<file path="src/sv/swpm_pkg.sv">
// Package for the sliding window pair maximum block: field widths, the
// sequencer state type and the control bundle sent to the deque cells.
// No dependencies.
`default_nettype none

package swpm_pkg;

  localparam int unsigned DefaultDepth = 64;

  localparam int unsigned CoordW = 32;              // x and y fields
  localparam int unsigned ScoreW = CoordW + 1;      // y - x
  localparam int unsigned BestW  = CoordW + 3;      // y_i + y_j + x_j - x_i
  localparam int unsigned LimitW = 32;

  localparam int unsigned PaddrW = 2;
  localparam int unsigned PdataW = 32;

  // register byte address
  localparam logic [PaddrW-1:0] RegWindowLimit = 2'd0;

  typedef logic signed [CoordW-1:0] coord_t;
  typedef logic signed [ScoreW-1:0] score_t;
  typedef logic signed [BestW-1:0]  best_t;

  typedef enum logic [1:0] {
    ST_IDLE,
    ST_FRONT,
    ST_PUSH
  } seq_state_t;

  // Commands broadcast to every cell of the deque.
  typedef struct packed {
    logic   clear;  // empty the deque
    logic   pop;    // drop the front entry, shift toward the front
    logic   push;   // drop dominated back entries and append
    logic   full;   // deque stays full after the back drop
    coord_t new_x;
    score_t new_s;
  } cell_ctl_t;

endpackage

`default_nettype wire

</file>
<file path="src/sv/swpm_cell.sv">
// One deque cell: holds one entry (x, y - x) and its valid bit, takes the
// entry of its back neighbor on a front pop and compares itself with the
// new point for the back drop. Depends on swpm_pkg.
`default_nettype none

module swpm_cell (
  input  wire                       clk,
  input  wire                       rst,
  input  wire swpm_pkg::cell_ctl_t  ctl,
  input  wire                       prev_keep,   // front neighbor survives the back drop
  input  wire                       next_valid,  // back neighbor entry
  input  wire swpm_pkg::coord_t     next_x,
  input  wire swpm_pkg::score_t     next_s,
  output logic                      valid,
  output swpm_pkg::coord_t          x,
  output swpm_pkg::score_t          score,
  output logic                      keep
);
  import swpm_pkg::*;

  logic dominated;

  // scores fall strictly front to back, so dominated cells form a suffix
  assign dominated = (ctl.new_s >= score);
  assign keep      = valid && !dominated;

  always_ff @(posedge clk) begin
    if (rst) begin
      valid <= 1'b0;
    end else if (ctl.clear) begin
      valid <= 1'b0;
    end else if (ctl.pop) begin
      valid <= next_valid;
    end else if (ctl.push) begin
      if (ctl.full) begin
        valid <= 1'b1;
      end else if (prev_keep && !keep) begin
        valid <= 1'b1;
      end else begin
        valid <= keep;
      end
    end
  end

  always_ff @(posedge clk) begin
    if (ctl.pop || (ctl.push && ctl.full)) begin
      x     <= next_x;
      score <= next_s;
    end else if (ctl.push && prev_keep && !keep) begin
      x     <= ctl.new_x;
      score <= ctl.new_s;
    end
  end

endmodule

`default_nettype wire

</file>
<file path="config.mk">
export PLATFORM = sky130hd
export DESIGN_NAME = swpm_cell
export DESIGN_NICKNAME = d
export VERILOG_FILES = /design/src/sv/swpm_pkg.sv /design/src/sv/swpm_cell.sv
export SDC_FILE = /design/constraint.sdc
export NUM_CORES = 1
export LEC_CHECK = 0
export ABC_CLOCK_PERIOD_IN_PS = 12900
export BUFFER_PORTS_ARGS = -buffer_cell sky130_fd_sc_hd__buf_2
export CAP_MARGIN = 20
export CORE_UTILIZATION = 48
export DETAILED_ROUTE_END_ITERATION = 8
export PLACE_DENSITY = 0.82
export SYNTH_ARGS = -nofsm -noshare
export SYNTH_HDL_FRONTEND = slang
export SYNTH_SLANG_ARGS = --single-unit
</file>
<file path="constraint.sdc">
create_clock -name clk -period 12.9 [get_ports clk]
set_input_delay 1.29 -clock clk [delete_from_list [all_inputs] [get_ports clk]]
set_output_delay 1.29 -clock clk [all_outputs]
set_load 0.05 [all_outputs]
</file>
Word-level counts from Yosys, hierarchy flattened
Cells that the tools add are included.

Shift-type cells: 0. Equal/unequal tests: 0. Reduce and logical (&&, ||, !) cells: 11. Multiply operators: 0. Magnitude comparators: 1. Add/subtract/negate cells: 0. Div/mod/pow operators: 0. Muxes and demuxes: 8. Bitwise logic cells: 0.

Operators with widths (count): 2-to-1 mux 33 bit (2); 2-to-1 mux 32 bit (2); >= comparator 33 bit (1); logical AND 1 bit (5); 2-to-1 mux 1 bit (4); nonzero test 2 bit (2); logical NOT 1 bit (2); OR reduction 2 bit (1); logical OR 1 bit (1).

Flip-flop bits (word level): 66. ROM bits: 0. Memories: 0. Bits in latches: 0. Logic and storage cells: 23. Bits of input ports: 138. Memory bits (writable): 0. Output and inout bits: 67.

Longest topological paths before layout
Depth in word-level cells: 9. Depth in mapped cells: 8. Depth with buffers taken out: 8.

Worst setup path after synthesis
No wires, ideal clock.

Path kind: input to register. From: input port ctl[24] in the netlist's numbering. To: register score[0], enable pin. Buffers on the path: 0. Data arrival time: 5771 ps. Required time: 12373 ps. Stages: 7. Setup time: 527 ps. Slack: 6602 ps. Cell sequence: ha_1 nand4_2 nor4_4 nand3_2 o31ai_1 o31ai_2 a31oi_1.

Word-level cells in the longest chain between the ends: 6.

Ends and longest elaborated chain: start, declared (line swpm_cell.sv:9) `input wire swpm_pkg::cell_ctl_t ctl,`; >= comparator 33 bit (line swpm_cell.sv:24) `assign dominated = (ctl.new_s >= score);`; logical NOT 1 bit (line swpm_cell.sv:25) `assign keep = valid && !dominated;`; logical AND 1 bit (line swpm_cell.sv:25); logical NOT 1 bit (line swpm_cell.sv:49) `end else if (ctl.push && prev_keep && !keep) begin`; logical AND 1 bit (line swpm_cell.sv:49); nonzero test 2 bit (no source line); end signal, assigned (line swpm_cell.sv:48) `score <= next_s;`; end signal, assigned (line swpm_cell.sv:51) `score <= ctl.new_s;`; end, declared (line swpm_cell.sv:16) `output swpm_pkg::score_t score,`.

Every way passes these cells. A chain may end at the register's enable or synchronous reset.

Worst setup path after layout
From: input port ctl[20] in the netlist's numbering. To: output port keep.

Word-level cells in the longest chain between the ends: 3.

Ends and longest elaborated chain: >= comparator 33 bit (line swpm_cell.sv:24); logical NOT 1 bit (line swpm_cell.sv:25); logical AND 1 bit (line swpm_cell.sv:25); end, declared (line swpm_cell.sv:17) `output logic keep`.

Every way passes these cells.

==> reports/qor.yml <==
status: "finished, final reports clean"
grt_max_degree: 66
crit_chain: "buf_2 > ha_1 > nand2_1 > o21ai_0 > a311oi_2 > o31ai_1 > o31ai_2 > and2_1 > buf_2"
cts_buffers: 9
synth.ff_latch_count: 66
ctsResizeCount: 0
drc: 0
min_period_ps: 4560
slew_violations: 0
wl_per_cell_um: 15.1
synthSimpleGateAreaFrac_pct: 5.74
grt_pass1_vias: 3047
dpl.hpwl_mm: 7.14
cp_common_cell: "buf_2"
holdWs_ps: 651
drv_cap: 0
tightest_slew_ps: 833
cp-startpoint: "ctl[20]"
layout_commonest_cell: "buf_2"
synth_xor_area_share_pct: 0
num_rows: 31
powerDensity_nw_per_um2: 136
endpoint: "keep"
drt-initial-drc-count: 90
clk_latency_ps: 330
routed_via_density: 5.06
critPathMaxFanout: 3
crit_type: "input pin to output pin"
hold_violations: 0
finalNetCount: 655
netlist_area_um2: 3700
port_buffers: 204
reg2reg_to: "score[30]"
worstRegToRegCells: 9
syn_area_per_cell_um2: 13.5
totalWireLength_mm: 8.90
ant_nets: 0
die_h_um: 89.9
grt_overflow: 0
synthArstFlopShare_pct: 0
antenna_found_initial: 0
synth_edf_count: 65
max_slew_margin_pct: 44.5
synth_mux_area_share_pct: 19.8
placedCellCount: 572
num-fill-cells: 582
rsz0062_at_grt: "false"
ys_warn_count: 0
cts_sinks: 66
start_kind: "input pin"
slowest_delay_ps: 400
diodes: 0
syn-num-nets: 445
cts_setup_buffers: 0
ioPinCount: 205
critPathBufInv: 2
grt_usage_pct: 22.6
core_um2: 7370
drive_gt1_share_pct: 61.1
power.leakage_nw: 2.43
cts_root_buffer: "clkbuf_8"
cpMaxStageDelayCell: "o31ai_2"
final_cells: 588
crit_arrival_ps: 3270
yosysUniqueCellTypes: 33
critical_path_required_ps: 11610
cts_hold_buffers: 0
clkTransAtPathRegs_ps: 70
min_period_over_period_pct: 35.4
cp_num_cells: 9
clockBufferDepth: 2
dr.pass1.iters: 4
start_util_pct: 50.3
finalSetupViolations: 0
synth_fa_ha_area_share_pct: 11.1
layout_common_cells: "204 x buf_2, 65 x mux2_2, 65 x edfxtp_1, 35 x inv_1, 33 x ha_1"
netlist_instances: 274
fmax_ghz: 0.219
rrSetupSlack_ps: 9890
clock_skew_ps: 12.2
worst_hold_path_type: "flop to flop"
synth_compound_area_share_pct: 5.64
setup.worst_path.end_class: "output pin"
synth_top_flop_cell: "edfxtp_1"
grt_pass1_wl_mm: 14.2
ys_seq_area_share_pct: 53.2
r2r-start: "score[31]"
place.gp.congestion: 0.808
irDropWorstVdd_v: 0.0000753
synth_top_family_by_area: "multiplexers"
crit_family: "compound AO/OA/AOI/OAI gates"
die_width_um: 89.9
syn_to_final_growth_pct: 38.2
setup_tns_ps: 0
tritoncts: "yes"
vias: 2975
dieArea_um2: 8070
htreeDepth: 3
flip-flops by register name, summed over array words and instances, names as in the netlist:
name and flops:
x 32, score 33, valid 1
kinds of logic (layout without fill, tap and decap cells):
group           after synthesis  count (layout)
fa+ha+maj                    33              33
compound gates               33              33
mux                          65              65
buf+inv                      42             257
flops                        66              66
simple gates                 35              35
routing by layer:
| layer | global-route usage [%] | share of wire, % |
|---|---|---|
| met1 | 26.0 | 39 |
| met2 | 41.7 | 54 |
| met3 | 5.92 | 6.0 |
| met4 | 6.05 | 0.66 |
| met5 | 0 | 0 |
how the worst min path moves through the flow:
stage               depth (start not counted)  slack, ps  endpoint   from
floorplan                                   1        840     valid  valid
global placement                            1        610     valid  valid
detailed placement                          1        640     valid  valid
CTS                                         1        660     valid  valid
global route                                1        680     valid  valid
finish                                      1        650     valid  valid
cells in the mapped netlist, drive strengths merged, types with 3 or more instances:
cell | n | area, um2
and2 | 3 | 21.3
ha | 33 | 413
a21oi | 17 | 85.1
edfxtp | 65 | 1950
mux2 | 65 | 732
o21ai | 5 | 25.0
nand3 | 4 | 30.0
nand4 | 4 | 31.3
buf | 7 | 35.0
nand2 | 15 | 56.3
inv | 35 | 131
area by class of cell:
| type | count | area, um2 | area share (%) |
|---|---|---|---|
| clock buffers | 9 | 124 | 2.42 |
| clock inverters | 7 | 141 | 2.76 |
| inverters | 35 | 131 | 2.57 |
| multi-input cells | 166 | 1590 | 31.1 |
| flip-flops and latches | 66 | 1970 | 38.5 |
| well taps | 99 | 124 | 2.42 |
| repair buffers | 206 | 1040 | 20.2 |
power breakdown:
group	switching, mW	leakage (nW)	internal [mW]
logic	0.134	1.63	0.0643
registers	0.00810	0.666	0.264
clock network	0.0810	0.131	0.148
total	0.223	2.43	0.476
worst register-to-register path, cell delays in order (launching register included):
cell and delay (ps):
edfxtp_1 360, inv_1 50, ha_1 340, nand3_2 150
nor4_4 320, nand3_2 120, o31ai_1 260, o31ai_2 150
a31oi_4 190, buf_4 650
per-stage QoR:
| stage | total power [mW] | cell area (um2) | worst slack, ps | util [%] |
|---|---|---|---|---|
| 6_report | 0.699 | 5120 | 8340 | 69.5 |
| 5_1_grt | 0.729 | 5120 | 8130 | 69.5 |
| 4_1_cts | 0.704 | 5120 | 8320 | 69.5 |
| 3_5_place_dp | 0.476 | 4860 | 8340 | 65.9 |
| 3_3_place_gp | 0.469 | 4860 | 8360 | 65.9 |
| 2_1_floorplan | 0.417 | 3700 | 6600 | - |
(Power assumes the default switching activity.)
